<file path="src/sip_pkg.sv">
// Shared constants, status codes and the character-to-code map for the identifier packer.
package sip_pkg;

   localparam int MAX_CHARS = 20;
   localparam int NUM_SLOTS = 20;
   localparam int CODE_W    = 6;
   localparam int CNT_W     = 5;
   localparam int WORD_W    = 64;

   typedef logic [CODE_W-1:0] code_type;
   typedef logic [CNT_W-1:0]  count_type;
   typedef logic [1:0]        status_type;

   localparam status_type STATUS_OK       = 2'd0;
   localparam status_type STATUS_BAD_CHAR = 2'd1;
   localparam status_type STATUS_TOO_LONG = 2'd2;

   localparam code_type CODE_DIGIT_LAST = 6'd9;
   localparam code_type CODE_LOWER_BASE = 6'd10;
   localparam code_type CODE_UPPER_BASE = 6'd36;
   localparam code_type CODE_UPPER_LAST = 6'd61;
   localparam code_type CODE_UNDERSCORE = 6'd62;
   localparam code_type CODE_DOLLAR     = 6'd63;

   typedef struct packed {
      logic     invalid;
      code_type code;
   } map_type;

   function automatic map_type map_code(input logic [7:0] ch);
      map_type r;
      r.invalid = 1'b1;
      r.code    = '0;
      case (ch) inside
         [8'h30:8'h39]: begin
            r.invalid = 1'b0;
            r.code    = CODE_W'(ch - 8'h30);
         end
         [8'h61:8'h7A]: begin
            r.invalid = 1'b0;
            r.code    = CODE_W'(ch - 8'h61) + CODE_LOWER_BASE;
         end
         [8'h41:8'h5A]: begin
            r.invalid = 1'b0;
            r.code    = CODE_W'(ch - 8'h41) + CODE_UPPER_BASE;
         end
         8'h5F: begin
            r.invalid = 1'b0;
            r.code    = CODE_UNDERSCORE;
         end
         8'h24: begin
            r.invalid = 1'b0;
            r.code    = CODE_DOLLAR;
         end
         default: begin
            r.invalid = 1'b1;
            r.code    = '0;
         end
      endcase
      return r;
   endfunction

endpackage

</file>
<file path="src/sixbit_identifier_packer.sv">
// Identifier packer: streams characters into six-bit slots and emits two packed words.
//
//   channel  | direction | beat contents
//   ---------+-----------+----------------------------------------------
//   req_     | in        | character, terminator
//   rsp_     | out       | packed_low, packed_high, status
//
// One beat per cycle while no result is waiting: a beat sits in the input register,
// then updates the slot/flag state (characters) or loads the result register
// (terminators); loading the result register raises rsp_valid.
// A result left waiting holds a terminator in the input register, and so every
// beat behind it; characters never wait on the result side.
// Synchronous reset clears the string state and both valid flags.
module sixbit_identifier_packer (
   input  logic                       clock,
   input  logic                       reset,
   input  logic                       req_valid,
   output logic                       req_ready,
   input  logic [7:0]                 req_character,
   input  logic                       req_terminator,
   output logic                       rsp_valid,
   input  logic                       rsp_ready,
   output logic [sip_pkg::WORD_W-1:0] rsp_packed_low,
   output logic [sip_pkg::WORD_W-1:0] rsp_packed_high,
   output sip_pkg::status_type        rsp_status
);
   import sip_pkg::*;

   // input register
   logic        stage_valid_ff, stage_valid_in;
   logic [7:0]  stage_char_ff;
   logic        stage_term_ff;
   logic        stage_go;

   // string state
   code_type    slot_ff [NUM_SLOTS];
   code_type    slot_in [NUM_SLOTS];
   count_type   count_ff, count_in;
   logic        upper_ff, upper_in;
   logic        special_ff, special_in;
   logic        lead_ff, lead_in;
   logic        bad_ff, bad_in;
   logic        long_ff, long_in;

   // result register
   logic              rsp_valid_ff, rsp_valid_in;
   logic [WORD_W-1:0] low_ff, low_in;
   logic [WORD_W-1:0] high_ff, high_in;
   status_type        status_ff, status_in;

   map_type           mapped;
   logic              place;
   logic [WORD_W-1:0] low_word;
   logic [WORD_W-1:0] high_word;
   logic [7:0]        meta;

   assign stage_go  = stage_valid_ff && (!stage_term_ff || !rsp_valid_ff || rsp_ready);
   assign req_ready = !stage_valid_ff || stage_go;

   always_comb begin
      if (req_valid && req_ready) begin
         stage_valid_in = 1'b1;
      end else if (stage_go) begin
         stage_valid_in = 1'b0;
      end else begin
         stage_valid_in = stage_valid_ff;
      end
   end

   assign mapped = map_code(stage_char_ff);
   assign place  = stage_go && !stage_term_ff && !bad_ff && !long_ff
                   && (count_ff < CNT_W'(MAX_CHARS)) && !mapped.invalid;

   // fixed wiring of slots; slot 10 straddles the two words
   always_comb begin
      low_word  = '0;
      high_word = '0;
      for (int i = 0; i < 10; i++) begin
         low_word[i*CODE_W +: CODE_W] = slot_ff[i];
      end
      low_word[63:60] = slot_ff[10][5:2];
      high_word[1:0]  = slot_ff[10][1:0];
      for (int i = 11; i < NUM_SLOTS; i++) begin
         high_word[(i-11)*CODE_W+2 +: CODE_W] = slot_ff[i];
      end
      meta = {special_ff, lead_ff, upper_ff, count_ff};
      high_word[63:56] = meta;
   end

   always_comb begin
      slot_in    = slot_ff;
      count_in   = count_ff;
      upper_in   = upper_ff;
      special_in = special_ff;
      lead_in    = lead_ff;
      bad_in     = bad_ff;
      long_in    = long_ff;
      if (stage_go && stage_term_ff) begin
         for (int i = 0; i < NUM_SLOTS; i++) begin
            slot_in[i] = '0;
         end
         count_in   = '0;
         upper_in   = 1'b0;
         special_in = 1'b0;
         lead_in    = 1'b0;
         bad_in     = 1'b0;
         long_in    = 1'b0;
      end else if (stage_go && !bad_ff && !long_ff) begin
         if (count_ff >= CNT_W'(MAX_CHARS)) begin
            long_in = 1'b1;
         end else if (mapped.invalid) begin
            bad_in = 1'b1;
         end
      end
      if (place) begin
         for (int i = 0; i < NUM_SLOTS; i++) begin
            if (count_ff == CNT_W'(i)) begin
               slot_in[i] = mapped.code;
            end
         end
         count_in = count_ff + 1'b1;
         if (mapped.code >= CODE_UPPER_BASE && mapped.code <= CODE_UPPER_LAST) begin
            upper_in = 1'b1;
         end
         if (mapped.code >= CODE_UNDERSCORE) begin
            special_in = 1'b1;
         end
         if (count_ff == '0 && mapped.code <= CODE_DIGIT_LAST) begin
            lead_in = 1'b1;
         end
      end
   end

   always_comb begin
      rsp_valid_in = rsp_valid_ff;
      low_in       = low_ff;
      high_in      = high_ff;
      status_in    = status_ff;
      if (rsp_ready) begin
         rsp_valid_in = 1'b0;
      end
      if (stage_go && stage_term_ff) begin
         rsp_valid_in = 1'b1;
         if (bad_ff || long_ff) begin
            low_in    = '0;
            high_in   = '0;
            status_in = bad_ff ? STATUS_BAD_CHAR : STATUS_TOO_LONG;
         end else begin
            low_in    = low_word;
            high_in   = high_word;
            status_in = STATUS_OK;
         end
      end
   end

   always_ff @(posedge clock) begin
      if (reset) begin
         stage_valid_ff <= 1'b0;
         rsp_valid_ff   <= 1'b0;
         for (int i = 0; i < NUM_SLOTS; i++) begin
            slot_ff[i] <= '0;
         end
         count_ff   <= '0;
         upper_ff   <= 1'b0;
         special_ff <= 1'b0;
         lead_ff    <= 1'b0;
         bad_ff     <= 1'b0;
         long_ff    <= 1'b0;
      end else begin
         stage_valid_ff <= stage_valid_in;
         rsp_valid_ff   <= rsp_valid_in;
         slot_ff        <= slot_in;
         count_ff       <= count_in;
         upper_ff       <= upper_in;
         special_ff     <= special_in;
         lead_ff        <= lead_in;
         bad_ff         <= bad_in;
         long_ff        <= long_in;
      end
   end

   always_ff @(posedge clock) begin
      if (req_valid && req_ready) begin
         stage_char_ff <= req_character;
         stage_term_ff <= req_terminator;
      end
      low_ff    <= low_in;
      high_ff   <= high_in;
      status_ff <= status_in;
   end

   assign rsp_valid       = rsp_valid_ff;
   assign rsp_packed_low  = low_ff;
   assign rsp_packed_high = high_ff;
   assign rsp_status      = status_ff;

`ifndef SYNTH
   a_count_bound: assert property (@(posedge clock) disable iff (reset)
      count_ff <= CNT_W'(MAX_CHARS))
      else $error("character count past limit");

   a_one_error: assert property (@(posedge clock) disable iff (reset)
      !(bad_ff && long_ff))
      else $error("both error flags set");

   a_error_zero: assert property (@(posedge clock) disable iff (reset)
      rsp_valid_ff && status_ff != STATUS_OK |-> low_ff == '0 && high_ff == '0)
      else $error("error result carries nonzero words");

   a_term_clears: assert property (@(posedge clock) disable iff (reset)
      stage_go && stage_term_ff |=> count_ff == '0 && !bad_ff && !long_ff && rsp_valid_ff)
      else $error("terminator did not clear state or post result");
`endif

endmodule
</file>
<file path="config.mk">
export PLATFORM = sky130hd
export DESIGN_NAME = sixbit_identifier_packer
export DESIGN_NICKNAME = d
export VERILOG_FILES = /design/src/sip_pkg.sv /design/src/sixbit_identifier_packer.sv
export SDC_FILE = /design/constraint.sdc
export NUM_CORES = 1
export LEC_CHECK = 0
export BUFFER_PORTS_ARGS = -buffer_cell sky130_fd_sc_hd__buf_4
export CAP_MARGIN = 10
export CORE_ASPECT_RATIO = 1.2
export CORE_MARGIN = 2
export CORE_UTILIZATION = 30
export CTS_BUF_LIST = sky130_fd_sc_hd__clkbuf_8
export DETAILED_ROUTE_END_ITERATION = 8
export GPL_TIMING_DRIVEN = 0
export PLACE_DENSITY_LB_ADDON = 0.3
export SLEW_MARGIN = 10
export SYNTH_ARGS = -nofsm -noshare
export SYNTH_HDL_FRONTEND = slang
export SYNTH_SLANG_ARGS = --single-unit
</file>
<file path="constraint.sdc">
create_clock -name clock -period 6.1 [get_ports clock]
set_input_delay 1.22 -clock clock [delete_from_list [all_inputs] [get_ports clock]]
set_output_delay 1.22 -clock clock [all_outputs]
set_load 0.01 [all_outputs]
</file>
Word-level counts from Yosys, hierarchy flattened
Cells that the tools add are included.
{"block": "op_classes", "mux": 43, "n_lt_le_gt_ge": 12, "n_eq_ne": 21, "n_reduce_logical": 32, "addsub": 6, "n_bitwise": 1}
{"cell": "$mux 120", "n": 2}
{"cell": "$mux 6", "n": 20}
{"cell": "$eq 5x4->1 const B", "n": 8}
{"cell": "$mux 7", "n": 5}
{"cell": "$eq 5x3->1 const B", "n": 4}
{"cell": "$eq 5x5->1 const B", "n": 4}
{"cell": "$ge 8x7->1 const B", "n": 2}
{"cell": "$le 8x7->1 const B", "n": 2}
{"cell": "$logic_and 1x1->1", "n": 15}
{"cell": "$mux 1", "n": 13}
{"cell": "$ge 6x6->1 const B", "n": 2}
{"cell": "$sub 6x6->6 const B", "n": 2}
{"cell": "$eq 5x2->1 const B", "n": 2}
{"cell": "$mux 5", "n": 2}
{"cell": "$eq 8x6->1 const B", "n": 1}
{"cell": "$eq 8x7->1 const B", "n": 1}
{"cell": "$ge 8x6->1 const B", "n": 1}
{"cell": "$le 8x6->1 const B", "n": 1}
{"cell": "$add 6x4->6 const B", "n": 1}
{"cell": "$add 6x6->6 const B", "n": 1}
{"cell": "$le 6x4->1 const B", "n": 1}
{"cell": "$le 6x6->1 const B", "n": 1}
{"cell": "$logic_not 1->1", "n": 6}
{"cell": "$reduce_bool 2->1", "n": 3}
{"cell": "other kinds (12)", "n": 15}
{"block": "word_totals", "wordCells": 148, "inputBits": 13, "register_bits": 271, "out_inout_bits": 132}

Logic depth before layout (Yosys ltp)
{"block": "depth", "ltp_word": 10, "depth_mapped": 12, "ltp_nobuf": 9}

Worst setup path after synthesis
Ideal clock, no wire load.
{"block": "synth_path", "kind": "in2reg", "startpoint": "input port rsp_ready", "endpoint": "register lead_ff", "setup_ns": 0.118, "arrival_ns": 4.659, "setup_slack_ns": 1.323, "required_time_ns": 5.982, "cell_stages": 5, "n_path_buf": 0, "path_cell_list": "nand2b_1 > nand3_1 > inv_1 > nor2_1 > a22o_1"}
{"block": "synth_via", "elab_chain_len": 8, "elab_cells_between_ends": 11, "classes_between": "mux (3); reduce/logical (8)"}
{"element": "start: declaration", "line_no": "sixbit_identifier_packer.sv:22", "rtl": "input logic rsp_ready,"}
{"element": "$logic_or 1x1->1 *", "line_no": "sixbit_identifier_packer.sv:57", "rtl": "assign stage_go = stage_valid_ff && (!stage_term_ff || !rsp_valid_ff || rsp_ready);"}
{"element": "$logic_and 1x1->1 *", "line_no": "sixbit_identifier_packer.sv:57"}
{"element": "$logic_and 1x1->1 (3 in series)", "line_no": "sixbit_identifier_packer.sv:71", "rtl": "assign place = stage_go && !stage_term_ff && !bad_ff && !long_ff"}
{"element": "$logic_and 1x1->1 (2 in series)", "line_no": "sixbit_identifier_packer.sv:72", "rtl": "&& (count_ff < CNT_W'(MAX_CHARS)) && !mapped.invalid;"}
{"element": "$mux 1 *", "line_no": "sixbit_identifier_packer.sv:115", "rtl": "if (place) begin"}
{"element": "end signal: assignment", "line_no": "sixbit_identifier_packer.sv:176", "rtl": "lead_ff <= lead_in;"}
{"element": "end: declaration", "line_no": "sixbit_identifier_packer.sv:41", "rtl": "logic lead_ff, lead_in;"}
Every way passes the cells marked *; elsewhere a longest branch is shown, timed or not.
A chain may end at the register's enable or synchronous reset.

Worst setup path in the final report
{"block": "layout_path", "startpoint": "register stage_char_ff[1]", "endpoint": "register slot_ff (netlist bit low_word[22])"}
{"block": "layout_via", "elab_chain_len": 9, "elab_cells_between_ends": 25, "classes_between": "add/sub (5); order compare (6); eq/ne (2); mux (7); reduce/logical (5)"}
{"element": "start: declaration", "line_no": "sixbit_identifier_packer.sv:31", "rtl": "logic [7:0] stage_char_ff;"}
{"element": "start signal: assignment", "line_no": "sixbit_identifier_packer.sv:184", "rtl": "stage_char_ff <= req_character;"}
{"element": "branches (longest 5 deep; another with $sub 6x1->6)"}
{"element": "$mux 7 *", "line_no": "sip_pkg.sv:34", "rtl": "case (ch) inside"}
{"element": "$logic_not 1->1", "line_no": "sixbit_identifier_packer.sv:72"}
{"element": "$logic_and 1x1->1", "line_no": "sixbit_identifier_packer.sv:72"}
{"element": "$mux 120 *", "line_no": "sixbit_identifier_packer.sv:115"}
{"element": "end signal: assignment", "line_no": "sixbit_identifier_packer.sv:172", "rtl": "slot_ff <= slot_in;"}
{"element": "end: declaration", "line_no": "sixbit_identifier_packer.sv:36", "rtl": "code_type slot_ff [NUM_SLOTS];"}
Every way passes the cells marked *.

==> flow_metrics.py <==
metrics = {
    "worst_setup_path": {
        "reg2reg_slack_ns": 2.18,
        "crit_path_cell_trace": "clkbuf_1 -> inv_1 -> ha_1 -> or4b_4 -> a31o_4 -> nand2_1 -> o21ai_0 -> a211oi_1 -> clkbuf_1 -> nand2_1 -> a21oi_1",
        "r2r_end": "low_word[22]",
        "worstPathMaxFanout": 10,
        "required_ns": 6.60,
        "criticalPathCategory": "flop to flop",
        "path_buf_inv": 3,
        "crit_path_end_kind": "flop",
        "cp_slowest_cell": "clkbuf_1",
        "timing.rr.start": "stage_char_ff[1]",
        "cpLargestDelayFamily": "compound AO/OA/AOI/OAI gates",
        "reg2reg_depth": 11,
        "start_kind": "flop",
        "max_stage_delay_ns": 0.78,
        "worstPathArrival_ns": 4.41,
    },
    "finish": {
        "final_common_cell": "buf_4",
        "layout_common_cells": "buf_4, edfxtp_1, dfxtp_1",
        "area_growth_pct": 23.5,
        "finish.instance_area_um2": 13600,
        "layout-drive-gt1-share_pct": 18.5,
        "seqCellArea_um2": 6820,
        "multi_input_area_um2": 3790,
        "nets": 1238,
        "fill_cells": 3507,
    },
    "cts": {
        "insertion_delay_ns": 0.59,
        "clk_pin_slew_ns": 0.06,
        "hold_buffers": 0,
        "post_cts_buffers": 0,
        "cts_buffer_depth": 3,
        "cts_root_buf": "clkbuf_8",
        "cts_max_level": 2,
        "cts-buffers-inserted": 45,
        "cts.sinks": 271,
        "cts_tree": "yes",
        "ctsResizeCount": 0,
    },
    "synth": {
        "synth_area_per_cell_um2": 10.8,
        "async_flop_share_pct": 0,
        "ys_seq_area_share_pct": 62.0,
        "yosys_warnings": 0,
        "synthFlopType": "edfxtp_1",
        "synth_cell_types": 60,
        "netlist_instances": 1021,
        "syn-cell-area_um2": 11000,
        "ys_ff_latch": 271,
        "synth_edf_count": 139,
        "syn-num-nets": 1047,
    },
    "grt": {
        "antenna_found_initial": 1,
        "grt_pass1_vias": 8028,
        "grt_pass1_wl_mm": 46.7,
        "grt_max_degree": 81,
        "grt_overflow": 0,
        "grtUsageTotal_pct": 16.1,
    },
    "routing": {
        "totalWireLength_mm": 31.0,
        "ant_nets": 0,
        "drc": 0,
        "drtIter0Drc": 509,
        "viasPerCell": 4.81,
        "vias": 8253,
        "firstDrtPassIters": 7,
        "wl_per_cell_um": 18.0,
    },
    "timing": {
        "setup_viol": 0,
        "period_minus_slack_ns": 3.92,
        "fmax_mhz": 255,
        "rsz0062_at_grt": "no",
        "hold_viol_final": 0,
        "tightest_slew_ns": 0.981,
        "clock_skew_ns": 0.0286,
        "fin_crit_sh_pct": 64.2,
        "maxSlewHeadroom_pct": 34.4,
        "final_max_slew_viol_count": 0,
    },
    "place": {
        "routabilityCongestion": 0.837,
        "placedInstanceArea_um2": 12700,
        "dp_hpwl_mm": 21.2,
        "portBuffers": 143,
    },
    "power_and_ir_drop": {
        "p_per_area_nw_per_um2": 278,
        "leakagePower_nw": 4.89,
        "peakVddDrop_v": 0.000117,
        "power_mw": 3.77,
    },
    "floorplanning": {
        "initial_core_util_pct": 30.5,
        "die-area_um2": 38200,
        "core_um2": 36000,
        "die_y_um": 214,
        "ios": 145,
        "num_rows": 76,
        "die_w_um": 179,
    },
    "min_path": {
        "holdPathStages": 2,
        "hold_start": "low_word[57]",
        "holdPathEnd": "low_word[57]",
        "hold_class": "flop to flop",
    },
    "status": {
        "outcome": "finished, final reports clean",
    },
    "run": {
        "drv_cap": 0,
    },
}
[synthesized netlist by cell type (5+ instances only)]
master,instances,area (um2)
nand4_1,12,75.1
o21ai_0,8,40.0
nand3b_1,16,120
nand2b_1,19,119
and4_1,6,52.6
buf_1,6,22.5
inv_1,11,41.3
buf_6,5,56.3
nor2b_1,9,56.3
clkbuf_1,69,259
and2_1,126,788
nand2_1,106,398
nor3_1,10,50.1
nor2_1,12,45.0
nand3_1,119,596
edfxtp_1,139,4170
and3_1,7,43.8
ha_1,13,163
a21oi_1,129,646
dfxtp_1,132,2640
[power breakdown]
group | internal, mW | switching, mW
combinational | 0.0683 | 0.169
clock | 0.845 | 0.740
sequential | 1.93 | 0.0163
total | 2.85 | 0.925
[kinds of logic (layout without fill, tap and decap cells)]
family                   Yosys count  in the layout  synth area share (%)
XOR/XNOR                           5              5                 0.398
multiplexers                       4              4                 0.409
other                              0              1                     0
AND/OR/NAND/NOR                  467            467                  23.4
flip-flops                       271            271                  62.0
adder cells (fa/ha/maj)           13             13                  1.48
buffers and inverters             94            321                  3.58
AO/OA/AOI/OAI                    167            167                  8.82
[area by class of cell]
type,count,area share [%]
Sequential cell,271,50.2
Multi-Input combinational cell,656,27.9
Timing Repair Buffer,144,8.10
Clock buffer,54,5.47
Tap cell,468,4.31
Buffer,83,2.60
Clock inverter,29,1.09
Inverter,11,0.341
Antenna cell,1,0.0184
[stage by stage]
stage          setup WS, ns  TNS, ns  std cells  utilization [%]  hold WS (ns)
2_1_floorplan          1.32        0       1021                -         0.417
3_3_place_gp         -0.539   -27.18       1632             35.1         0.433
3_5_place_dp           2.33        0       1633             35.2         0.446
4_1_cts                2.22        0       1716             37.7         0.462
5_1_grt                1.84        0       1716             37.7         0.473
6_report               2.18        0       1717             37.7         0.462
[metal layers]
metal / vias to the layer above / GRT usage (%) / wire length (um)
li1: 3988 / - / -
met1: 3936 / 20.5 / 13400
met2: 254 / 26.3 / 14700
met3: 75 / 3.17 / 1730
met4: 0 / 7.20 / 1170
met5: - / 0 / 0
[worst max-delay path by stage]
stage | startpoint | to | slack, ns | depth (start not counted)
floorplan | rsp_ready | lead_ff | 1.32 | 5
global placement | rsp_ready | lead_ff | -0.54 | 6
detailed placement | stage_char_ff[1] | high_word[24] | 2.33 | 11
CTS | stage_char_ff[1] | high_word[18] | 2.22 | 11
global route | stage_char_ff[1] | low_word[22] | 1.84 | 11
finish | stage_char_ff[1] | low_word[22] | 2.18 | 11
[sequential cells by signal, summed over array words and instances, names as in the netlist]
| register | flops |
|---|---|
| long_ff | 1 |
| rsp_status | 2 |
| stage_char_ff | 8 |
| upper_ff | 1 |
| low_word | 64 |
| special_ff | 1 |
| lead_ff | 1 |
| bad_ff | 1 |
| count_ff | 5 |
| rsp_valid | 1 |
| stage_valid_ff | 1 |
| stage_term_ff | 1 |
| rsp_packed_high | 64 |
| rsp_packed_low | 64 |
| high_word | 56 |
[worst reg2reg max path, cell delays in order (launching register included)]
cell and delay, ns:
edfxtp_1 0.40, clkbuf_1 0.23, inv_1 0.13, ha_1 0.27
or4b_4 0.53, a31o_4 0.29, nand2_1 0.23, o21ai_0 0.14
a211oi_1 0.56, clkbuf_1 0.78, nand2_1 0.13, a21oi_1 0.16
Power figures use the tool's default switching activity.
